==> src/rk4rl_pkg.sv <==
// Shared types, constants and saturating helpers for the RK4 R-L load step unit.
package rk4rl_pkg;

  localparam int unsigned DATA_WIDTH = 32;
  localparam int unsigned FRAC_BITS  = 24;
  localparam int unsigned CHANNELS   = 4;
  localparam int unsigned CH_WIDTH   = $clog2(CHANNELS);
  localparam int unsigned TIME_WIDTH = 48;
  localparam int unsigned REG_WIDTH  = 31;
  localparam int unsigned NUM_REGS   = 5;
  localparam int unsigned IDX_WIDTH  = 3;

  typedef logic signed [DATA_WIDTH-1:0] data_t;
  typedef logic [REG_WIDTH-1:0]         reg_t;
  typedef logic [TIME_WIDTH-1:0]        time_t;
  typedef logic [IDX_WIDTH-1:0]         reg_idx_t;

  // configuration register indexes
  localparam reg_idx_t REG_STEP_SIZE = 3'd0;
  localparam reg_idx_t REG_RES_1     = 3'd1;
  localparam reg_idx_t REG_INV_IND_1 = 3'd2;
  localparam reg_idx_t REG_RES_3     = 3'd3;
  localparam reg_idx_t REG_INV_IND_3 = 3'd4;

  localparam reg_t STEP_SIZE_RST = reg_t'(1678);
  localparam reg_t UNITY_RST     = reg_t'(64'd1 << FRAC_BITS);

  localparam data_t ONE_SIXTH = data_t'(((64'd1 << FRAC_BITS) + 64'd3) / 64'd6);
  localparam data_t ONE_THIRD = data_t'(((64'd1 << FRAC_BITS) + 64'd1) / 64'd3);

  localparam data_t VAL_MAX = {1'b0, {(DATA_WIDTH-1){1'b1}}};
  localparam data_t VAL_MIN = {1'b1, {(DATA_WIDTH-1){1'b0}}};

  typedef struct packed {
    reg_t step_size;
    reg_t resistance_1;
    reg_t inv_inductance_1;
    reg_t resistance_3;
    reg_t inv_inductance_3;
  } cfg_t;

  typedef struct packed {
    data_t voltage_x1;
    data_t voltage_y1;
    data_t voltage_x3;
    data_t voltage_y3;
  } in_item_t;

  typedef struct packed {
    data_t current_x1;
    data_t current_y1;
    data_t current_x3;
    data_t current_y3;
    time_t elapsed_time;
  } out_item_t;

  function automatic data_t sat_add(input data_t a, input data_t b);
    logic signed [DATA_WIDTH:0] sum;
    sum = {a[DATA_WIDTH-1], a} + {b[DATA_WIDTH-1], b};
    if (sum[DATA_WIDTH] != sum[DATA_WIDTH-1]) begin
      return sum[DATA_WIDTH] ? VAL_MIN : VAL_MAX;
    end
    return sum[DATA_WIDTH-1:0];
  endfunction

  function automatic data_t sat_sub(input data_t a, input data_t b);
    logic signed [DATA_WIDTH:0] dif;
    dif = {a[DATA_WIDTH-1], a} - {b[DATA_WIDTH-1], b};
    if (dif[DATA_WIDTH] != dif[DATA_WIDTH-1]) begin
      return dif[DATA_WIDTH] ? VAL_MIN : VAL_MAX;
    end
    return dif[DATA_WIDTH-1:0];
  endfunction

endpackage

==> src/rk4rl_mulq.sv <==
// Shared fixed-point multiplier: registered product, floor scale and saturation.
module rk4rl_mulq (
  input  logic                clk_i,
  input  logic                en_i,
  input  rk4rl_pkg::data_t    a_i,
  input  rk4rl_pkg::data_t    b_i,
  output rk4rl_pkg::data_t    res_o
);

  localparam int unsigned PW = 2 * rk4rl_pkg::DATA_WIDTH;
  localparam int unsigned DW = rk4rl_pkg::DATA_WIDTH;

  logic signed [PW-1:0] prod_q;
  logic signed [PW-1:0] scaled;
  logic [PW-DW:0]       upper;

  always_ff @(posedge clk_i) begin
    if (en_i) begin
      prod_q <= PW'(a_i) * PW'(b_i);
    end
  end

  // arithmetic shift floors toward minus infinity
  assign scaled = prod_q >>> rk4rl_pkg::FRAC_BITS;
  assign upper  = scaled[PW-1:DW-1];

  always_comb begin
    if ((&upper) || !(|upper)) begin
      res_o = scaled[DW-1:0];
    end else begin
      res_o = prod_q[PW-1] ? rk4rl_pkg::VAL_MIN : rk4rl_pkg::VAL_MAX;
    end
  end

endmodule
==> config.mk <==
export PLATFORM = sky130hd
export DESIGN_NAME = rk4rl_mulq
export DESIGN_NICKNAME = d
export VERILOG_FILES = /design/src/rk4rl_pkg.sv /design/src/rk4rl_mulq.sv
export SDC_FILE = /design/constraint.sdc
export NUM_CORES = 2
export LEC_CHECK = 0
export BUFFER_PORTS_ARGS = -buffer_cell sky130_fd_sc_hd__clkbuf_2
export CORE_MARGIN = 4
export CORE_UTILIZATION = 40
export DETAILED_ROUTE_END_ITERATION = 12
export GPL_ROUTABILITY_DRIVEN = 0
export PLACE_DENSITY = 0.52
export SETUP_SLACK_MARGIN = 0.02
export SLEW_MARGIN = 25
export SYNTH_ARGS = -nofsm -noshare
export SYNTH_HDL_FRONTEND = slang
export SYNTH_SLANG_ARGS = --single-unit
==> constraint.sdc <==
create_clock -name clk_i -period 22.1 [get_ports clk_i]
set_input_delay 4.42 -clock clk_i [delete_from_list [all_inputs] [get_ports clk_i]]
set_output_delay 4.42 -clock clk_i [all_outputs]
set_load 0.03 [all_outputs]
==> metrics.cfg <==
[cells_and_area]
syn_to_final_growth_pct=4.26
largest_reg_flops=40
drive_gt1_share_pct=4.06
largestRegisters=prod_q x40
regMostFlops=prod_q
fin_nets=5168
fin_util_pct=42.2

[grt]
use_met3_pct=1.14
use_met1_pct=27.0
grt_pass1_vias=28600
grt-ovfl-total=0
met2_usage_pct=40.6
grt_pass1_wl_microns=164000
grt_max_degree=41
antenna_found_initial=4
grt-busiest-layer=met2
grt.total_usage_pct=21.4

[routing]
drc_errors=0
wl_per_cell_microns=19.6
first_iter_violations=1039
avgViaCountPerCell=4.92
wirelength_microns=99800
drtAntennaViolNets=0
vias=25000
firstDrtPassIters=5

[critical_path]
worst-path-max-fanout=32
arrival_ns=12.49
cp-end-kind=flip-flop
worstSetupStartpointType=input pin
path_class=in2reg
crit_required_ns=22.14

[logic_synthesis]
synth_top_family_by_area=adder cells
yosysWarnings=0
ys_seq_area_share_pct=3.23
synth_ff_type=edfxtp_1
synth_common_cells=fa_1 (1081), inv_1 (995), nand2_1 (559), and2_1 (511), clkbuf_1 (203)
synth_xor_area_share_pct=1.29
synth-edff-count=40
syn_inst=3926
synth_cell_types=68
yosys.area_share.adder_pct=64.2
synth-simple-area-share_pct=15.7
yosysTopAreaCellShare_pct=58.1
syn_area_per_cell_sq_um=9.48
synth_top_area_cell=fa_1
async_flop_share_pct=0
synth_compound_area_share_pct=3.36
synth.ff_latch_count=40
yosysMostFrequentCell=fa_1
synth_area_sq_um=37200
syn_nets=5253
synth_mux_area_share_pct=0
synth_area_leaders=fa_1 (58%), inv_1 (10%), and2_1 (8.6%), ha_1 (6.0%), nand2_1 (5.6%)

[sta]
hold_viol=0
fmax_mhz=80.4
finalMaxSlewViolations=0
setup-violations-final=0
worstMarginPinSlew_ns=1.08
setup_tns_ns=0
rsz0062_at_grt=false
period_share_pct=56.3
worst_hold_slack_ns=4.78
max-slew-margin-rel_pct=28.2
period_needed_ns=12.44

[clock_network]
numCtsBuffers=5
cts_root_buf=clkbuf_16
path_clk_slew_ns=0.07
cts_setup_buffers=0
cts_max_level=2
holdBufCountCts=0
cts_buffer_depth=2
cts_tree=done
post_cts_resize_count=0
cts.sinks=40

[placement]
portBuffers=97
hpwlAfterDp_microns=81800

[floorplan]
initial_core_util_pct=40.5
die-height_microns=313
core_sq_um=91900
die_area_sq_um=98000
rows=111
die_w_microns=313
io_pins=98

[run_status]
status=complete, no violations

[flow_run]
cap_violations=0

[min_path]
holdCritPathClass=in2reg

cells by family after synthesis:
kind of cell,Yosys count
fa+ha+maj,1261
buf+inv,1206
simple gates,1179
compound gates,185
xor+xnor,55
flops,40
per-layer routing:
metal	wire, microns	vias to the layer above
met4	2550	2
li1	-	11000
met2	54500	448
met1	40000	13500
met3	2730	126
met5	7	-
per-stage QoR:
stage	instances	instance area, sq um	worst slack [ns]
floorplan	3926	37200	10.35
global placement	5077	38600	9.40
detailed placement	5077	38600	9.30
CTS	5085	38800	9.60
global route	5085	38800	9.14
finish	5089	38800	9.66
placed cells by master, fill, tap and decap left out, types with 5 or more instances in the layout:
cell       instances
o21bai_1           5
nand4_1           11
and2_1           511
xor2_1            17
nor3_1             5
o21a_1             6
ha_1             180
nand2b_1           9
xnor2_1           38
a21o_1            19
edfxtp_1          40
buf_4             21
a211oi_1           8
nand3_1           15
nand2_1          559
a21oi_1           51
inv_1            995
fa_1            1080
nor2_1            45
and3_1             5
clkbuf_2          96
clkbuf_16          5
o21ai_0           49
critical path: stages:
cell	delay (ns)
clkbuf_2	0.08
buf_4	0.35
nand2_1	0.21
inv_1	0.12
fa_1	0.39
inv_1	0.29
fa_1	0.48
inv_1	0.21
fa_1	0.49
fa_1	0.93
inv_1	0.38
fa_1	0.57
inv_1	0.05
fa_1	0.55
fa_1	0.44
fa_1	0.47
ha_1	0.36
a21o_1	0.20
a21oi_1	0.32
nand2_1	0.08
o21ai_1	0.23
a31oi_4	0.10
a211oi_1	0.34
nor3_1	0.09
a311o_1	0.28
worst paths after layout:
| check | start | endpoint | slack, ns | cells past startpoint |
|---|---|---|---|---|
| setup / recovery | b_i[5] | prod_q[62]$_DFFE_PP_ | 9.66 | 25 |
| hold / removal | en_i | prod_q[61]$_DFFE_PP_ | 4.78 | 1 |
area by class of cell:
class,instances,area (sq um)
fill,9296,53100
multi-input combinational,2680,31500
inverter,996,3740
tap,1243,1560
sequential,40,1200
timing repair buffer,118,646
clock buffer,5,125
clock inverter,3,46.3
antenna,4,10.0
Power is not shown: default switching activity piles up to over one toggle a cycle in this logic, so the estimate is an artifact.
