**src/rk4rl_pkg.sv**
```systemverilog
// Shared types, constants and saturating helpers for the RK4 R-L load step unit.
package rk4rl_pkg;

  localparam int unsigned DATA_WIDTH = 32;
  localparam int unsigned FRAC_BITS  = 24;
  localparam int unsigned CHANNELS   = 4;
  localparam int unsigned CH_WIDTH   = $clog2(CHANNELS);
  localparam int unsigned TIME_WIDTH = 48;
  localparam int unsigned REG_WIDTH  = 31;
  localparam int unsigned NUM_REGS   = 5;
  localparam int unsigned IDX_WIDTH  = 3;

  typedef logic signed [DATA_WIDTH-1:0] data_t;
  typedef logic [REG_WIDTH-1:0]         reg_t;
  typedef logic [TIME_WIDTH-1:0]        time_t;
  typedef logic [IDX_WIDTH-1:0]         reg_idx_t;

  // configuration register indexes
  localparam reg_idx_t REG_STEP_SIZE = 3'd0;
  localparam reg_idx_t REG_RES_1     = 3'd1;
  localparam reg_idx_t REG_INV_IND_1 = 3'd2;
  localparam reg_idx_t REG_RES_3     = 3'd3;
  localparam reg_idx_t REG_INV_IND_3 = 3'd4;

  localparam reg_t STEP_SIZE_RST = reg_t'(1678);
  localparam reg_t UNITY_RST     = reg_t'(64'd1 << FRAC_BITS);

  localparam data_t ONE_SIXTH = data_t'(((64'd1 << FRAC_BITS) + 64'd3) / 64'd6);
  localparam data_t ONE_THIRD = data_t'(((64'd1 << FRAC_BITS) + 64'd1) / 64'd3);

  localparam data_t VAL_MAX = {1'b0, {(DATA_WIDTH-1){1'b1}}};
  localparam data_t VAL_MIN = {1'b1, {(DATA_WIDTH-1){1'b0}}};

  typedef struct packed {
    reg_t step_size;
    reg_t resistance_1;
    reg_t inv_inductance_1;
    reg_t resistance_3;
    reg_t inv_inductance_3;
  } cfg_t;

  typedef struct packed {
    data_t voltage_x1;
    data_t voltage_y1;
    data_t voltage_x3;
    data_t voltage_y3;
  } in_item_t;

  typedef struct packed {
    data_t current_x1;
    data_t current_y1;
    data_t current_x3;
    data_t current_y3;
    time_t elapsed_time;
  } out_item_t;

  function automatic data_t sat_add(input data_t a, input data_t b);
    logic signed [DATA_WIDTH:0] sum;
    sum = {a[DATA_WIDTH-1], a} + {b[DATA_WIDTH-1], b};
    if (sum[DATA_WIDTH] != sum[DATA_WIDTH-1]) begin
      return sum[DATA_WIDTH] ? VAL_MIN : VAL_MAX;
    end
    return sum[DATA_WIDTH-1:0];
  endfunction

  function automatic data_t sat_sub(input data_t a, input data_t b);
    logic signed [DATA_WIDTH:0] dif;
    dif = {a[DATA_WIDTH-1], a} - {b[DATA_WIDTH-1], b};
    if (dif[DATA_WIDTH] != dif[DATA_WIDTH-1]) begin
      return dif[DATA_WIDTH] ? VAL_MIN : VAL_MAX;
    end
    return dif[DATA_WIDTH-1:0];
  endfunction

endpackage

```
**src/rk4rl_cfg.sv**
```systemverilog
// Configuration register file: step size, resistances and reciprocal inductances.
module rk4rl_cfg (
  input  logic                clk_i,
  input  logic                rst_ni,
  input  logic                we_i,
  input  rk4rl_pkg::reg_idx_t idx_i,
  input  rk4rl_pkg::reg_t     data_i,
  output rk4rl_pkg::cfg_t     cfg_o
);

  rk4rl_pkg::cfg_t cfg_q;

  always_ff @(posedge clk_i or negedge rst_ni) begin
    if (!rst_ni) begin
      cfg_q.step_size        <= rk4rl_pkg::STEP_SIZE_RST;
      cfg_q.resistance_1     <= rk4rl_pkg::UNITY_RST;
      cfg_q.inv_inductance_1 <= rk4rl_pkg::UNITY_RST;
      cfg_q.resistance_3     <= rk4rl_pkg::UNITY_RST;
      cfg_q.inv_inductance_3 <= rk4rl_pkg::UNITY_RST;
    end else if (we_i) begin
      // drop writes beyond the last register
      case (idx_i)
        rk4rl_pkg::REG_STEP_SIZE: cfg_q.step_size        <= data_i;
        rk4rl_pkg::REG_RES_1:     cfg_q.resistance_1     <= data_i;
        rk4rl_pkg::REG_INV_IND_1: cfg_q.inv_inductance_1 <= data_i;
        rk4rl_pkg::REG_RES_3:     cfg_q.resistance_3     <= data_i;
        rk4rl_pkg::REG_INV_IND_3: cfg_q.inv_inductance_3 <= data_i;
        default: ;
      endcase
    end
  end

  assign cfg_o = cfg_q;

endmodule

```
**config.mk**
```make
export PLATFORM = sky130hd
export DESIGN_NAME = rk4rl_cfg
export DESIGN_NICKNAME = d
export VERILOG_FILES = /design/src/rk4rl_pkg.sv /design/src/rk4rl_cfg.sv
export SDC_FILE = /design/constraint.sdc
export NUM_CORES = 1
export LEC_CHECK = 0
export BUFFER_PORTS_ARGS = -buffer_cell sky130_fd_sc_hd__buf_2
export CORE_MARGIN = 1
export CORE_UTILIZATION = 50
export CTS_CLUSTER_SIZE = 10
export DETAILED_ROUTE_END_ITERATION = 8
export GPL_ROUTABILITY_DRIVEN = 0
export GPL_TIMING_DRIVEN = 0
export PLACE_DENSITY = 0.87
export SYNTH_ARGS = -nofsm -noshare
export SYNTH_HDL_FRONTEND = slang
export SYNTH_SLANG_ARGS = --single-unit
```
**constraint.sdc**
```tcl
create_clock -name clk_i -period 0.8 [get_ports clk_i]
set_input_delay 0.04 -clock clk_i [delete_from_list [all_inputs] [get_ports clk_i]]
set_output_delay 0.04 -clock clk_i [all_outputs]
set_load 0.01 [all_outputs]
```
==> report_table.html <==
<table>
<tr><th>Metric</th><th>Value</th></tr>
<tr><th colspan="2">Outcome</th></tr>
<tr><td>Run status</td><td>finished with violations</td></tr>
<tr><td>Violated checks</td><td>negative hold slack, negative setup slack</td></tr>
<tr><th colspan="2">Critical path</th></tr>
<tr><td>Minimum setup slack among reg-to-reg paths</td><td>-0.18 ns</td></tr>
<tr><td>Worst Path Required</td><td>between 0.7 and 0.8 ns</td></tr>
<tr><td>Crit path cell chain</td><td>buf_6</td></tr>
<tr><td>Length in cells of the worst reg-to-reg path</td><td>2</td></tr>
<tr><td>Startpoint Class</td><td>register</td></tr>
<tr><td>Cell family with most CP delay</td><td>flip-flops</td></tr>
<tr><td>Data arrival at the endpoint of the critical path</td><td>around 1.1 ns</td></tr>
<tr><td>Reg2reg start</td><td>cfg_o[0]$_DFFE_PN0P_</td></tr>
<tr><td>Capture point of the worst reg-to-reg path</td><td>cfg_o[0]$_DFFE_PN0P_</td></tr>
<tr><td>Delay of the slowest cell on the worst path</td><td>approximately 0.56 ns</td></tr>
<tr><td>Critical path class</td><td>register to primary output</td></tr>
<tr><td>Slowest cell on the critical path</td><td>sky130_fd_sc_hd__dfstp_2</td></tr>
<tr><td>Buffering stage count on the worst path with inverters included</td><td>1</td></tr>
<tr><td>Worst-path fanout max</td><td>2</td></tr>
<tr><td>Kind of capture point of the worst setup path</td><td>primary output</td></tr>
<tr><th colspan="2">GRT</th></tr>
<tr><td>Gr ovfl total</td><td>0</td></tr>
<tr><td>Initial antenna violation count</td><td>1</td></tr>
<tr><td>First-pass GRT wire length</td><td>24,500 µm</td></tr>
<tr><td>Total track usage</td><td>between 20% and 30%</td></tr>
<tr><td>Vias in the first global route</td><td>approximately 4,500</td></tr>
<tr><td>Largest net degree at the start of global routing</td><td>79</td></tr>
<tr><th colspan="2">Clock network</th></tr>
<tr><td>TritonCTS sink count</td><td>about 160</td></tr>
<tr><td>Cts bufs inserted</td><td>17</td></tr>
<tr><td>Cell at the root of the clock tree</td><td>sky130_fd_sc_hd__clkbuf_16</td></tr>
<tr><td>CTS tree</td><td>done</td></tr>
<tr><td>Reg clk slew, reported paths</td><td>0.06 ns</td></tr>
<tr><td># H-tree levels</td><td>4</td></tr>
<tr><td>Maximum clock insertion buffer count</td><td>2</td></tr>
<tr><td>Clock latency reported for the late side of the worst-skew pair</td><td>about 0.43 ns</td></tr>
<tr><td>Hold bufs inserted after CTS</td><td>31</td></tr>
<tr><th colspan="2">Timing</th></tr>
<tr><td>Final WS setup</td><td>-0.3362 ns</td></tr>
<tr><td>Fmax achieved</td><td>approximately 900 MHz</td></tr>
<tr><td>Count of final hold-check violations</td><td>around 70</td></tr>
<tr><td>Final setup violation count</td><td>approximately 260</td></tr>
<tr><td>Time the worst path needs with I/O delays and setup</td><td>1.136 ns</td></tr>
<tr><td>Tightest hold margin</td><td>-0.3652 ns</td></tr>
<tr><td>Slew HR</td><td>between 50% and 60%</td></tr>
<tr><td>Final clock skew</td><td>0 ns</td></tr>
<tr><td>Least-Margin Pin Slew</td><td>between 0.7 and 0.8 ns</td></tr>
<tr><td>Fin crit share</td><td>142.0%</td></tr>
<tr><td>Max Slew Vio Count</td><td>0</td></tr>
<tr><td>Sum of negative setup slack</td><td>-41.91 ns</td></tr>
<tr><td>Unrepaired setup endpoints after global routing</td><td>yes</td></tr>
<tr><th colspan="2">Logic synthesis</th></tr>
<tr><td>Cell type contributing the most total cell area after synthesis</td><td>sky130_fd_sc_hd__dfrtp_1</td></tr>
<tr><td>Cell area after technology mapping</td><td>0.005868 mm²</td></tr>
<tr><td>Mean post-synth cell area</td><td>between 15 and 20 µm²</td></tr>
<tr><td>Count of unique library cells instantiated by Yosys</td><td>9</td></tr>
<tr><td>#FFs+latches synth</td><td>around 160</td></tr>
<tr><td>Proportion of synthesized chip area in sequential cells</td><td>between 60% and 70%</td></tr>
<tr><td>Synth top area share</td><td>between 60% and 70%</td></tr>
<tr><td>Synthesized net count</td><td>about 370</td></tr>
<tr><td>Count of yosys warnings during synthesis</td><td>0</td></tr>
<tr><td>Top area cells in the synthesized netlist</td><td>sky130_fd_sc_hd__dfrtp_1 (62%), sky130_fd_sc_hd__mux2_2 (28%), sky130_fd_sc_hd__dfstp_2 (4.5%), sky130_fd_sc_hd__buf_6 (2.3%), sky130_fd_sc_hd__mux2_1 (1.7%)</td></tr>
<tr><td>Gate count after technology mapping</td><td>330</td></tr>
<tr><th colspan="2">Min path</th></tr>
<tr><td>Class of the tightest hold or removal check</td><td>input pin to asynchronous set/reset pin</td></tr>
<tr><th colspan="2">Power</th></tr>
<tr><td>Maximum VDD drop</td><td>2.853 mV</td></tr>
<tr><td>Power density relative to cell area</td><td>around 3000 mW/mm²</td></tr>
<tr><td>P_leak</td><td>around 4.9 nW</td></tr>
<tr><th colspan="2">Die</th></tr>
<tr><td>Die area</td><td>around 0.012 mm²</td></tr>
<tr><td>Ports</td><td>about 190</td></tr>
<tr><td>Die outline width</td><td>~110 µm</td></tr>
<tr><td>Standard-cell rows</td><td>39</td></tr>
<tr><td>Core outline area</td><td>0.01142 mm²</td></tr>
<tr><td>Die Y</td><td>about 110 µm</td></tr>
<tr><td>Starting utilization of the core area</td><td>between 50% and 60%</td></tr>
<tr><th colspan="2">Final layout</th></tr>
<tr><td>Final core utilization</td><td>86.45%</td></tr>
<tr><td>Area added between synthesis and finish</td><td>68.21%</td></tr>
<tr><td>Share of layout cells above drive strength 1</td><td>around three quarters</td></tr>
<tr><td>Post-route cell area</td><td>0.009871 mm²</td></tr>
<tr><td>Max FFs per register</td><td>155</td></tr>
<tr><td>Number of nets in the layout</td><td>around 700</td></tr>
<tr><th colspan="2">Detailed routing</th></tr>
<tr><td>Drt initial violations</td><td>194</td></tr>
<tr><td>Number of nets still failing antenna checks after routing</td><td>0</td></tr>
<tr><td>Post-detailed-routing wire length</td><td>between 15,000 and 20,000 µm</td></tr>
<tr><td>Number of design rule violations left after detail routing</td><td>0</td></tr>
<tr><td>Routed vias</td><td>4,260</td></tr>
<tr><td>Average routed wire per standard cell</td><td>around 24 µm</td></tr>
<tr><td>Number of optimization iterations in the first detailed-route pass</td><td>4</td></tr>
<tr><td>Via-to-Cell Ratio</td><td>approximately 5.2</td></tr>
<tr><th colspan="2">Placement</th></tr>
<tr><td>Placed Area</td><td>0.007438 mm²</td></tr>
<tr><td>Half-perimeter wire length after placement</td><td>approximately 9400 µm</td></tr>
<tr><td>Post-placement setup slack</td><td>-0.5432 ns</td></tr>
<tr><td>Buffers on Ports</td><td>around 190</td></tr>
<tr><th colspan="2">Job</th></tr>
<tr><td>Max Cap Violations</td><td>0</td></tr>
</table>
-- cell type report --
type                       count  area (µm²)
tap                          143       178.9
timing repair buffer         311        2636
clock inverter                14       195.2
antenna                        1       2.502
sequential                   155        3891
multi-input combinational    160        2303
fill                         478        1548
buffer                        15       224.0
clock buffer                  18       439.2
-- worst max path at each step --
stage	startpoint	cells past startpoint	endpoint	slack [ns]
after floorplan	idx_i[0]	3	cfg_o[145]$_DFFE_PN0P_	-0.25
after detailed placement	idx_i[0]	4	cfg_o[129]$_DFFE_PN0P_	-0.54
final	cfg_o[86]$_DFFE_PN1P_	1	cfg_o[86]	-0.34
after CTS	cfg_o[86]$_DFFE_PN1P_	1	cfg_o[86]	-0.34
after global routing	cfg_o[117]$_DFFE_PN1P_	1	cfg_o[117]	-0.36
after global placement	rst_ni	1	cfg_o[32]$_DFFE_PN0P_	-2.30
-- power by group --
| group | switching, mW | leakage, nW | total, mW | internal (mW) |
|---|---|---|---|---|
| combinational | 3.20 | 2.71 | 8.93 | 5.73 |
| clock | 3.44 | 0.299 | 8.75 | 5.31 |
| sequential | 1.42 | 1.85 | 11.1 | 9.67 |
-- synthesized netlist by cell type (all sizes together) --
library cell and n:
dfstp 10, dfrtp 145, and4bb 3, mux2 155, nor4b 1, nand4b 1, buf 15
-- kinds of logic after synthesis --
group / synth area share [%]
buffers and inverters: 2.559
flip-flops: 66.31
AND/OR/NAND/NOR: 1.386
multiplexers: 29.74
-- placed cells by master, fill, tap and decap left out, drive strengths merged --
| master | netlist | routed |
|---|---|---|
| mux2 | 155 | 155 |
| clkinvlp | 0 | 4 |
| diode | 0 | 1 |
| clkinv | 0 | 5 |
| clkbuf | 0 | 20 |
| inv | 0 | 1 |
| dfrtp | 145 | 145 |
| dfstp | 10 | 10 |
| dlygate4sd3 | 0 | 31 |
| nand4b | 1 | 1 |
| and4bb | 3 | 3 |
| buf | 15 | 293 |
| bufinv | 0 | 4 |
| nor4b | 1 | 1 |
-- through the flow --
stage | instances | power (mW)
6_report | 817 | 28.77
5_1_grt | 817 | 29.76
4_1_cts | 795 | 26.60
3_5_place_dp | 665 | 16.40
3_3_place_gp | 664 | 16.08
2_1_floorplan | 330 | 13.74
-- layer usage --
layer / GRT usage [%] / vias to the layer above / part of all wire (%)
met5: 0 / - / 0
met4: 11.56 / 0 / 3.5
met3: 10.76 / 50 / 5.6
met2: 48.00 / 174 / 53
met1: 31.47 / 2208 / 38
li1: - / 1828 / -
-- repair_timing --
action	in CTS	in global routing
pin swaps	1	1
endpoints found under the setup margin	185	263
endpoints found under the hold margin	223	68
gates resized for setup	34	141
cloned	1	2
buffers inserted	66	19
Note: power is estimated with default switching activity, not from simulation.
